### config.mk
export PLATFORM = sky130hd
export DESIGN_NAME = hex_line_walker
export DESIGN_NICKNAME = d
export VERILOG_FILES = /design/src/rtl/hlw_pkg.sv /design/src/rtl/hlw_ctrl.sv /design/src/rtl/hlw_datapath.sv /design/src/rtl/hex_line_walker.sv
export SDC_FILE = /design/constraint.sdc
export NUM_CORES = 1
export LEC_CHECK = 0
export ABC_AREA = 0
export BUFFER_PORTS_ARGS = -buffer_cell sky130_fd_sc_hd__buf_2
export CORE_UTILIZATION = 40
export DETAILED_ROUTE_END_ITERATION = 10
export GPL_TIMING_DRIVEN = 0
export SYNTH_ARGS = -nofsm -noshare
export SYNTH_HDL_FRONTEND = slang
export SYNTH_HIERARCHICAL = 1
export SYNTH_SLANG_ARGS = --single-unit
### constraint.sdc
create_clock -name clk -period 15.3 [get_ports clk]
set_clock_uncertainty 0.15 [all_clocks]
set_input_delay 0.765 -clock clk [delete_from_list [all_inputs] [get_ports clk]]
set_output_delay 0.765 -clock clk [all_outputs]
set_load 0.02 [all_outputs]
### src/rtl/hlw_pkg.sv
// ----------------------------------------------------------------------------
// hlw_pkg
// Types and constants shared by the hex line walker modules.
// ----------------------------------------------------------------------------
package hlw_pkg;

	localparam int CUBE_W = 11;   // signed cube coordinate width
	localparam int DIST_W = 11;   // raw hex distance width
	localparam int REM_W  = 7;    // interpolation remainder width

	typedef struct packed {
		logic [7:0] start_col;
		logic [7:0] start_row;
		logic [7:0] end_col;
		logic [7:0] end_row;
	} req_t;

	typedef struct packed {
		logic signed [9:0] hex_col;
		logic [7:0]        hex_row;
		logic [5:0]        step_index;
		logic              last;
		logic              too_far;
	} res_t;

	typedef enum logic [1:0] {
		ST_IDLE,
		ST_SETUP,
		ST_WALK
	} state_t;

	// controller to datapath
	typedef struct packed {
		logic load;
		logic single;
		logic step;
	} cmd_t;

	// datapath to controller
	typedef struct packed {
		logic too_far;
		logic zero;
		logic at_end;
	} stat_t;

endpackage

### src/rtl/hlw_ctrl.sv
// ----------------------------------------------------------------------------
// hlw_ctrl
// Sequencer: load a request, decide single result or walk, then step.
// ----------------------------------------------------------------------------
module hlw_ctrl (
	input  logic           clk,
	input  logic           arst_n,
	input  logic           start,
	input  hlw_pkg::stat_t stat,
	output hlw_pkg::cmd_t  cmd,
	output logic           busy
);
	import hlw_pkg::*;

	state_t state_q, state_d;

	// state register
	always_ff @(posedge clk or negedge arst_n) begin
		if (!arst_n) state_q <= ST_IDLE;
		else         state_q <= state_d;
	end

	// next state
	always_comb begin
		state_d = state_q;
		case (state_q)
			ST_IDLE:  if (start) state_d = ST_SETUP;
			ST_SETUP: begin
				if (stat.too_far || stat.zero) state_d = ST_IDLE;
				else                          state_d = ST_WALK;
			end
			ST_WALK:  if (stat.at_end) state_d = ST_IDLE;
			default:  state_d = ST_IDLE;
		endcase
	end

	// outputs
	always_comb begin
		cmd  = '0;
		busy = 1'b1;
		case (state_q)
			ST_IDLE: begin
				busy     = 1'b0;
				cmd.load = start;
			end
			ST_SETUP: cmd.single = stat.too_far || stat.zero;
			ST_WALK:  cmd.step   = 1'b1;
			default:  busy = 1'b1;
		endcase
	end

endmodule

### src/rtl/hlw_datapath.sv
// ----------------------------------------------------------------------------
// hlw_datapath
// Cube conversion, distance, incremental interpolation and rounding.
// ----------------------------------------------------------------------------
module hlw_datapath #(
	parameter int MAX_DISTANCE = 63
) (
	input  logic           clk,
	input  logic           arst_n,
	input  hlw_pkg::req_t  req,
	input  hlw_pkg::cmd_t  cmd,
	output hlw_pkg::stat_t stat,
	output logic           strobe,
	output hlw_pkg::res_t  result
);
	import hlw_pkg::*;

	typedef logic signed [CUBE_W-1:0] cube_t;
	typedef logic signed [REM_W:0]    srem_t;

	// cube conversion of the request
	cube_t aq, ar, as_, bq, br, bs, dq, dr, ds;
	cube_t adq, adr, ads;
	logic [DIST_W:0] dsum;
	always_comb begin
		aq  = $signed({3'b0, req.start_col}) - $signed({4'b0, req.start_row[7:1]});
		ar  = $signed({3'b0, req.start_row});
		as_ = -aq - ar;
		bq  = $signed({3'b0, req.end_col}) - $signed({4'b0, req.end_row[7:1]});
		br  = $signed({3'b0, req.end_row});
		bs  = -bq - br;
		dq  = bq - aq;
		dr  = br - ar;
		ds  = bs - as_;
		adq = dq[CUBE_W-1] ? -dq : dq;
		adr = dr[CUBE_W-1] ? -dr : dr;
		ads = ds[CUBE_W-1] ? -ds : ds;
		dsum = {1'b0, adq} + {1'b0, adr} + {1'b0, ads};
	end

	// line registers
	logic [7:0]        col0_q, row0_q;
	logic [DIST_W-1:0] dist_q;
	cube_t             qv_q [3];
	cube_t             dl_q [3];
	logic [REM_W-1:0]  rm_q [3];
	logic [5:0]        idx_q;

	logic [REM_W-1:0] d7;
	assign d7 = dist_q[REM_W-1:0];

	assign stat.too_far = dist_q > DIST_W'(MAX_DISTANCE);
	assign stat.zero    = dist_q == '0;
	assign stat.at_end  = {1'b0, idx_q} == d7;

	// per component rounding and next remainder
	cube_t            rnd [3];
	logic [REM_W-1:0] err [3];
	cube_t            qn  [3];
	logic [REM_W-1:0] rn  [3];
	always_comb begin
		for (int j = 0; j < 3; j++) begin
			logic [REM_W:0] two_r;
			logic           up;
			srem_t          nr;
			two_r = {rm_q[j], 1'b0};
			if (two_r > {1'b0, d7})      up = 1'b1;
			else if (two_r < {1'b0, d7}) up = 1'b0;
			else                          up = !qv_q[j][CUBE_W-1];
			rnd[j] = up ? qv_q[j] + cube_t'(1) : qv_q[j];
			err[j] = up ? d7 - rm_q[j] : rm_q[j];
			nr = $signed({1'b0, rm_q[j]}) + srem_t'(dl_q[j]);
			if (nr >= $signed({1'b0, d7})) begin
				rn[j] = REM_W'(nr - $signed({1'b0, d7}));
				qn[j] = qv_q[j] + cube_t'(1);
			end else if (nr < 0) begin
				rn[j] = REM_W'(nr + $signed({1'b0, d7}));
				qn[j] = qv_q[j] - cube_t'(1);
			end else begin
				rn[j] = REM_W'(nr);
				qn[j] = qv_q[j];
			end
		end
	end

	// rebuild the component with the largest error
	cube_t fq, fr, col_w;
	always_comb begin
		fq = rnd[0];
		fr = rnd[1];
		if (err[0] > err[1] && err[0] > err[2]) fq = -rnd[1] - rnd[2];
		else if (err[1] > err[2])               fr = -rnd[0] - rnd[2];
		col_w = fq + (fr >>> 1);
	end

	// line state
	always_ff @(posedge clk) begin
		if (cmd.load) begin
			col0_q  <= req.start_col;
			row0_q  <= req.start_row;
			dist_q  <= dsum[DIST_W:1];
			qv_q[0] <= aq;
			qv_q[1] <= ar;
			qv_q[2] <= as_;
			dl_q[0] <= dq;
			dl_q[1] <= dr;
			dl_q[2] <= ds;
			for (int j = 0; j < 3; j++) rm_q[j] <= '0;
			idx_q   <= '0;
		end else if (cmd.step) begin
			for (int j = 0; j < 3; j++) begin
				qv_q[j] <= qn[j];
				rm_q[j] <= rn[j];
			end
			idx_q <= idx_q + 6'd1;
		end
	end

	// result register
	always_ff @(posedge clk or negedge arst_n) begin
		if (!arst_n) strobe <= 1'b0;
		else         strobe <= cmd.single || cmd.step;
	end

	always_ff @(posedge clk) begin
		if (cmd.single) begin
			result.hex_col    <= $signed({2'b0, col0_q});
			result.hex_row    <= row0_q;
			result.step_index <= '0;
			result.last       <= 1'b1;
			result.too_far    <= stat.too_far;
		end else if (cmd.step) begin
			result.hex_col    <= col_w[9:0];
			result.hex_row    <= fr[7:0];
			result.step_index <= idx_q;
			result.last       <= stat.at_end;
			result.too_far    <= 1'b0;
		end
	end

endmodule

### src/rtl/hex_line_walker.sv
// ----------------------------------------------------------------------------
// hex_line_walker
// Hex grid line drawing between two odd-row offset hexes.
// ----------------------------------------------------------------------------
// Usage:
//   A request (req) is taken on a clock edge where start is high and busy
//   is low. The block then emits the hexes of the line, one per cycle on
//   result, each marked by a one-cycle strobe; the final hex has last set.
//   A line of distance d gives d+1 results; a zero distance or one beyond
//   MAX_DISTANCE gives one result holding the start hex (too_far set in
//   the latter case).
//   A walked line passes the set-up state, which checks the registered
//   distance, then its first step and the output register; a single
//   result is registered from the set-up state.
//   busy is high through the set-up state and any walk, and no new request
//   is taken while busy is high; busy drops with the final step and a new
//   request may be taken while the final result is still on the outputs.
//   Each component is interpolated by a running quotient and remainder,
//   one add and compare a step, so one hex leaves per cycle.
//   Reset clears the sequencer and the strobe; no result is pending after.
//   The receiver cannot stall: every result is shown for exactly one cycle.
// ----------------------------------------------------------------------------
module hex_line_walker #(
	parameter int MAX_DISTANCE = 63
) (
	input  logic          clk,
	input  logic          arst_n,
	input  logic          start,
	output logic          busy,
	input  hlw_pkg::req_t req,
	output logic          strobe,
	output hlw_pkg::res_t result
);
	import hlw_pkg::*;

	cmd_t  cmd;
	stat_t stat;

	hlw_ctrl u_ctrl (
		.clk    (clk),
		.arst_n (arst_n),
		.start  (start),
		.stat   (stat),
		.cmd    (cmd),
		.busy   (busy)
	);

	hlw_datapath #(.MAX_DISTANCE(MAX_DISTANCE)) u_dp (
		.clk    (clk),
		.arst_n (arst_n),
		.req    (req),
		.cmd    (cmd),
		.stat   (stat),
		.strobe (strobe),
		.result (result)
	);

endmodule

# After elaboration in Yosys (flattened, before gate mapping)
# Memories as Yosys holds them, arrays and structs flattened.
# Cells that the tools add are included.
# totals
register_bits	62
ramBits	87
input_bits	35
output_inout_bits	28
wordCells	141
memories	3
# classes
n_addsub	38
n_lt_le_gt_ge	16
eq_ne	5
n_mux	51
bitwise_logic	6
reduce_logical	10
# mem_list
name	words	word_bits	read_ports	rd_ports_with_merged_regs	write_ports	line	text
u_dp.dl_q	3	11	3	0	3	hlw_datapath.sv:45	cube_t dl_q [3];
u_dp.qv_q	3	11	3	0	3	hlw_datapath.sv:44	cube_t qv_q [3];
u_dp.rm_q	3	7	3	0	3	hlw_datapath.sv:46	logic [REM_W-1:0] rm_q [3];
# op_table
operator	n
$mux W11	17
$mux W7	12
$neg A11 Y11	6
$mux W24	2
$sub A7 B7 Y7	6
$add A11 B2 Y11 const B	3
$sub A11 B11 Y11	3
$sub A11 B2 Y11 const B	3
$add A8 B8 Y8	3
$ge A8 B8 Y1	3
$gt A8 B7 Y1	3
$lt A8 B1 Y1 const B	3
$lt A8 B7 Y1	3
$sub A11 B9 Y11	2
$add A7 B7 Y7	3
$gt A7 B7 Y1	3
$sub A8 B7 Y9	2
$mux W1	15
$add A11 B11 Y12	1
$add A12 B11 Y12	1
$gt A11 B6 Y1 const B	1
$logic_not A11 Y1	1
$add A10 B10 Y10	1
$mux W10	1
other kinds (17)	28

# Depth between registers and ports, before layout
# Gate-level depths: netlist of run 1.
# An unclocked memory read counts as a cell.
# depth
word_depth	12
mapped_depth	36
ltp_nobuf	36

# Cells and area by module
# The synthesis of run 1 kept the hierarchy.
# modules_own_cells
module	n_inst	cells_per_inst	area_per_inst_um2	seq_area_each_um2
hlw_datapath	1	1746	15840.2	3988.8
hlw_ctrl	1	12	107.6	50.0

# Least setup slack after synthesis of run 1
# OpenSTA, ideal clock, no wires.
# synth_timing
kind	input to register
from	input port req[24] in the netlist's numbering
to	register u_dp.dist_q[10] (data pin)
setup_time_ps	258
arrival_ps	7615
required_ps	14892
path_slack_ps	7278
cell_stages	34
cell_sequence	inv_1 ha_1 inv_1 fa_1 a21o_1 a21oi_2 o21bai_1 a21oi_1 xor2_1 ha_1 ha_1 a21oi_1 xnor2_1 fa_1 inv_1 ha_1 ha_1 nand2_1 o21ai_0 a31oi_1 xnor3_1 mux2_2 fa_1 ha_1 fa_1 a21o_1 a21oi_1 o21bai_1 a21oi_1 o21bai_1 a21oi_1 o21bai_1 a21oi_1 xnor2_1
# synth_via
elab_chain_len	7
word_cells_on_any_way	11
classes_between	add/sub: 9; mux: 2
# synth_rtl
element	line	text
start: declaration	hex_line_walker.sv:30	input hlw_pkg::req_t req,
$sub A8 B7 Y9 (*)	hlw_datapath.sv:26	aq = $signed({3'b0, req.start_col}) - $signed({4'b0, req.start_row[7:1]});
$neg A11 Y11	hlw_datapath.sv:28	as_ = -aq - ar;
$sub A11 B9 Y11	hlw_datapath.sv:28	
$sub A11 B11 Y11	hlw_datapath.sv:34	ds = bs - as_;
$neg A11 Y11	hlw_datapath.sv:37	ads = ds[CUBE_W-1] ? -ds : ds;
$mux W11	hlw_datapath.sv:37	
$add A12 B11 Y12 (*)	hlw_datapath.sv:38	dsum = {1'b0, adq} + {1'b0, adr} + {1'b0, ads};
net u_dp.dsum[11]	hlw_datapath.sv:24	logic [DIST_W:0] dsum;
end signal: assignment	hlw_datapath.sv:101	dist_q <= dsum[DIST_W:1];
end: declaration	hlw_datapath.sv:43	logic [DIST_W-1:0] dist_q;
# The timed path passes the listed nets; every way through them passes the cells marked *.
# A chain may end at the register's enable or synchronous reset.

# Worst setup path in the final report of run 1
# layout_timing
from	register u_dp.dist_q[1]
to	register u_dp/result[25] (netlist name)
# layout_via
elab_chain_len	9
word_cells_on_any_way	37
classes_between	add/sub: 8; order compare: 10; mux: 16; reduce/logical: 3
# layout_rtl
element	line	text
$lt A8 B7 Y1	hlw_datapath.sv:68	else if (two_r < {1'b0, d7}) up = 1'b0;
$mux W1	hlw_datapath.sv:68	
$mux W1	hlw_datapath.sv:67	if (two_r > {1'b0, d7}) up = 1'b1;
$mux W11	hlw_datapath.sv:70	rnd[j] = up ? qv_q[j] + cube_t'(1) : qv_q[j];
$neg A11 Y11	hlw_datapath.sv:92	else if (err[1] > err[2]) fr = -rnd[0] - rnd[2];
$sub A11 B11 Y11	hlw_datapath.sv:92	
$mux W11	hlw_datapath.sv:92	
$mux W11	hlw_datapath.sv:91	if (err[0] > err[1] && err[0] > err[2]) fq = -rnd[1] - rnd[2];
$add A10 B10 Y10	hlw_datapath.sv:93	col_w = fq + (fr >>> 1);
# Several ways; a longest one is shown, not always the timed one.

==> results.md, run 1 <==
- Status: finished clean
- Part of the Yosys area used for sequential elements: 0.2533
- Antenna violations before repair: 0
- Clk sinks: 140
- Fin util: 0.4499
- RSZ-0062 raised after global routing: false
- Number of post-CTS setup repair buffers: 0
- CTS tree: built
- Remaining antenna violation count after routing: 0
- N_diodes: 0
- Row cnt: between 70 and 80
- CP delay by family, top: compound AO/OA/AOI/OAI gates
- Slew @ Worst Pin: ~1000 ps
- Setup violators final: 0
- Nets@finish: 2167
- FMAX: around 110 MHz
- Final cycle utilization of the critical path: 0.5884
- Clk root buf: clkbuf_16
- Core area: a little under 40000 um^2
- Fin crit period: 9002 ps
- CP startpoint kind: flip-flop
- Area contributors post-synth: edfxtp_1 23%, ha_1 20%, xnor2_1 6.8%
- Total CTS buffers: 17
- Slew Viols, Final: 0
- Number of vias per cell: approximately 5.5
- Post-synth top cells: 251 x ha_1, 178 x inv_1, 159 x nor2_1
- Synth top area share: 0.2297
- Final cell count without fillers: 2373
- Clock tree buffer depth: 2
- RePlAce Congestion: 0.8905
- Worst-path maximum fanout: 15
- Most used flip-flop cell after synthesis: edfxtp_1
- DRT Pass-1 Iters: 5
- YS warnings: 6
- Setup TNS: 0 ps
- Number of fill cells: about 3800
- Die height: 201.7 um
- CP max stage cell: edfxtp_1
- Syn avg cell area: 9.072 um^2
- Cell mode on critical path: a21oi_1
- Clk Latency, worst-skew pair: 440 ps
- Most common cell in the netlist: ha_1
- Mapped Cells: around 1800
- Vias in the first global route: 12790
- FFs w/ async S/R, synth: 0.02143
- Max_slew headroom: 0.3207
- EDFF count, synth: 122
- Syn-to-layout area delta: 10.04%
- Ports: 63
- Port bufs: 62
- DR WL/cell: 19.43 um
- Post-DP HPWL: approximately 38000 um
- Die Footprint: 40670 um^2
- Hold crit path type: reg -> reg
- Die X: 201.7 um
- # DRC: 0
- CP Buf/Inv Count: 5
- Initial Util: 0.4088
- Placed Cells: around 2300
- Unique masters post-synth: 80
- Clock slew at reported path FFs: 70 ps
- Synth Cell Area: 15950 um^2
- Largest net degree at the start of global routing: 34
- Synth Register Bits: 140
- Max-cap viol count: 0
- CP max stage delay: 990 ps
- Share of layout cells above drive strength 1: 0.07763
- DRT iter0 DRCs: 842
- Worst Path Required: 15440 ps
- First-pass GRT wire length: ~71000 um
- CP Class: reg -> reg
- Critical path capture point type: flip-flop
- CP arrival: 9140 ps
- Final wirelength: 46110 um
- Final Hold Fails: 0
- GRT Overall Usage: 0.2284
- H-tree depth: 4
- Vias: 13060
- Post-synth top area cell: edfxtp_1
- GR Overflow Total: 0
-- what timing repair did --
item	CTS	global route
endpoints found under the hold margin	3	0
hold buffers	1	0
resized for setup	0	0
-- final timing paths --
check	start	endpoint	slack [ps]	depth (start not counted)
worst max-delay path	u_dp/dist_q[1]	u_dp/result[25]	6300	29
worst min-delay path	u_dp/result[2]	u_dp/result[2]	340	2
worst max register to register	u_dp/dist_q[1]	u_dp/result[25]	6300	29
worst min register to register	u_dp/result[2]	u_dp/result[2]	340	2
max in group asynchronous	arst_n	u_dp/strobe	14350	2
min in group asynchronous	arst_n	u_ctrl/state_q[1]	510	2
-- placed cells by master (no fill, tap or decap), types with 7 or more instances in the layout --
cell / Yosys / routed
ha_1: 251 / 251
inv_1: 178 / 178
nor2_1: 159 / 158
a21oi_1: 130 / 130
xnor2_1: 123 / 123
edfxtp_1: 122 / 122
nand2_1: 113 / 113
o21ai_0: 75 / 75
xor2_1: 72 / 72
buf_2: 8 / 70
a21o_1: 58 / 58
mux2i_1: 44 / 44
fa_1: 39 / 39
o21bai_1: 37 / 37
clkbuf_1: 30 / 30
nand3_1: 29 / 29
nor3_1: 23 / 23
clkbuf_16: 0 / 17
a211oi_1: 17 / 17
nor2b_1: 16 / 16
or3_1: 15 / 15
dfxtp_1: 15 / 15
nand2b_1: 14 / 14
nand4_1: 13 / 13
nor4_1: 10 / 10
o21a_1: 10 / 10
a22o_1: 10 / 10
a31oi_1: 9 / 9
mux2_2: 9 / 9
o211ai_1: 8 / 8
a2111oi_0: 7 / 7
or2_2: 7 / 7
-- registers in the layout, summed over array words and instances, names as in the netlist --
name	cells
u_dp/qv_q	33
u_dp/result	26
u_dp/dl_q	24
u_dp/rm_q	21
u_dp/dist_q	11
u_dp/col0_q	8
u_dp/row0_q	8
u_dp/idx_q	6
u_ctrl/state_q	2
u_dp/strobe	1
-- worst reg2reg max path: cells and delay by family, from the launching register on --
| family | cells | cell delay [ps] |
|---|---|---|
| AO/OA/AOI/OAI | 14 | 3040 |
| buffers and inverters | 5 | 1960 |
| AND/OR/NAND/NOR | 6 | 1330 |
| adder cells (fa/ha/maj) | 3 | 1160 |
| flip-flops | 1 | 990 |
| XOR/XNOR | 1 | 210 |
-- layer usage --
metal	track usage	share of wire
met5	0	0
met4	0.06006	0.020
met3	0.03952	0.060
met2	0.3784	0.46
met1	0.3056	0.46
-- area by class of cell --
cell class / instances / area [um^2] / area share
multi-input combinational: 1398 / 11070 / 0.6310
sequential: 140 / 4039 / 0.2301
inverter: 178 / 668.1 / 0.03807
tap: 518 / 648.1 / 0.03693
clock buffer: 17 / 425.4 / 0.02424
timing repair buffer: 64 / 340.3 / 0.01939
buffer: 43 / 178.9 / 0.01020
clock inverter: 15 / 176.4 / 0.01005
-- cell families (layout without fill, tap and decap cells) --
kind of cell,after synthesis,in the layout,synth area share
other,2,3,0.0004709
AOI/OAI and AO/OA,415,415,0.1706
xor gates and xnor gates,200,200,0.1142
and+or+nand+nor,436,436,0.1278
adders and majority gates,291,291,0.2466
DFF,140,140,0.2533
buffers and inverters,221,317,0.05311
muxes,53,53,0.03397
-- stage by stage --
stage / setup WS [ps] / hold WS (ps) / instance area (um^2)
final: 6298 / 341.3 / 17550
after global routing: 5467 / 360.2 / 17550
after CTS: 6221 / 349.1 / 17550
after detailed placement: 6123 / 329.5 / 16940
after global placement: 6180 / 319.1 / 16910
after floorplan: 7278 / 319.4 / 15950
Power of run 1 is left out: the tool's default activity adds up to more than one toggle a clock period on the data nets, which glitch-free logic cannot reach.
==> inputs of run 2 (changes only) <==
Clock period 15.3 ns to 9.24 ns, I/O delays scaled along.
==> run 2 against run 1 <==
  * Non-clock buffer count is 7 higher
  * Die area is the same
  * Critical path type unchanged
  * Wire length up 0.25%
  * Sequential share of layout area shrank 0.069 points
  * First-iteration DRC count grew 13%
  * Core utilization increased by 0.13 points
  * Cell count is 0.29% higher
  * Design area rose by 0.30%
==> results.md, run 2 (synthesized netlist as in run 1, its figures left out) <==
- Number of vias per cell: 5.501
- Worst Path Required: 9370 ps
- Vias: 13090
- Share of layout cells above drive strength 1: 0.08110
- Clk root buf: clkbuf_16
- DRT Pass-1 Iters: 5
- Die X: 201.7 um
- # DRC: 0
- Initial Util: 0.4088
- Final wirelength: 46220 um
- Fin util: 0.4512
- Ports: 63
- Row cnt: 72
- Setup TNS: 0 ps
- Die Footprint: approximately 41000 um^2
- Antenna violations before repair: 0
- CP startpoint kind: flip-flop
- Final Hold Fails: 0
- CP max stage delay: a little under 800 ps
- FMAX: 115.5 MHz
- Number of flip-flops in the largest register: 33
- Remaining antenna violation count after routing: 0
- Max-cap viol count: 0
- Vias in the first global route: 12790
- H-tree depth: 4
- Setup violators final: 0
- Hold WS: 72.78 ps
- Post-DP HPWL: 37610 um
- Largest net degree at the start of global routing: 34
- First-pass GRT wire length: 71290 um
- Finished Cell Area: ~18000 um^2
- Status: finished clean
- RSZ-0062 raised after global routing: false
- CTS tree: built
- Top reg by flops: u_dp/qv_q
- Max_slew headroom: 0.3126
- Die height: 201.7 um
- Nets@finish: approximately 2200
- Clk Latency, worst-skew pair: 430 ps
- DR WL/cell: between 15 and 20 um
- CP Class: reg -> reg
- Total CTS buffers: 17
- Clk sinks: 140
- Hold crit path type: in -> reg
- Cell mode on critical path: a21oi_1
- Syn-to-layout area delta: 10.37%
- N_diodes: 0
- CP arrival: roughly 9000 ps
- Fin crit period: 8661 ps
- Clock tree buffer depth: 2
- GRT Overall Usage: 0.2284
- Worst-path maximum fanout: 10
- Core area: ~39000 um^2
- Clock slew at reported path FFs: about 70 ps
- DRT iter0 DRCs: 952
- Regs by FF count: u_dp/qv_q x33, u_dp/result x26, u_dp/dl_q x24
- GR Overflow Total: 0
- Final cycle utilization of the critical path: 0.9373
- Dpl cell area: 16940 um^2
- Port bufs: 62
- Slew @ Worst Pin: just over 1000 ps
- Slew Viols, Final: 0
- CP max stage cell: edfxtp_1
- Critical path capture point type: flip-flop
- Commonest non-fill, non-tap cell in the layout: ha_1
- Commonest cells after routing, fill and taps aside: 251 x ha_1, 178 x inv_1, 158 x nor2_1, 130 x a21oi_1, 123 x xnor2_1
- RePlAce Congestion: 0.8905
==> run 2: cell types whose count changed in the layout (fill, tap and decap cells not counted), sizes merged <==
cell | before | now
buf | 76 | 83
==> run 2: worst max-delay path, delay by kind of cell (launching register included) <==
family                   cells  cell delay [ps]
AND/OR/NAND/NOR              5             1260
adder cells (fa/ha/maj)      3             1140
buffers and inverters        5             1840
flip-flops                   1              770
AO/OA/AOI/OAI               15             3130
XOR/XNOR                     1              210
==> run 2: area by class of cell <==
class / count / area (um^2)
fillers: 3784 / 21410
well taps: 518 / 648.1
multi-input cells: 1398 / 11070
inverters: 178 / 668.1
clock buffers: 17 / 425.4
plain buffers: 43 / 178.9
clock inverters: 15 / 176.4
repair buffers: 71 / 392.9
flip-flops and latches: 140 / 4039
==> run 2: metal layers <==
layer,vias up,wire [um],GRT usage
met5,-,0,0
met4,0,981,0.06006
met3,54,2971,0.03952
met2,346,21210,0.3784
met1,6298,21060,0.3056
li1,6394,-,-
==> run 2: per-stage QoR <==
step	std cells	worst slack [ps]
2_1_floorplan	1759	1521
6_report	2380	579.2
3_3_place_gp	2339	361.9
4_1_cts	2373	160.5
3_5_place_dp	2340	208.1
5_1_grt	2380	42.28
==> run 2: final timing paths <==
check	startpoint	end	slack, ps	depth (start not counted)
max reg2reg	u_dp/dist_q[2]	u_dp/result[25]	580	29
max in group asynchronous	arst_n	u_dp/strobe	8590	2
max	u_dp/dist_q[2]	u_dp/result[25]	580	29
min in group asynchronous	arst_n	u_ctrl/state_q[1]	220	2
min reg2reg	u_dp/result[2]	u_dp/result[2]	340	2
min	req[24]	u_dp/col0_q[0]	70	1
==> run 2: repair_timing <==
| item | CTS | global route |
|---|---|---|
| gates resized for setup | 0 | 0 |
| hold endpoints to repair | 3 | 0 |
| setup endpoints to repair | 0 | 4 |
| hold buffers | 1 | 0 |
| setup buffers | 0 | 7 |
Power of run 2 is left out for the same reason.
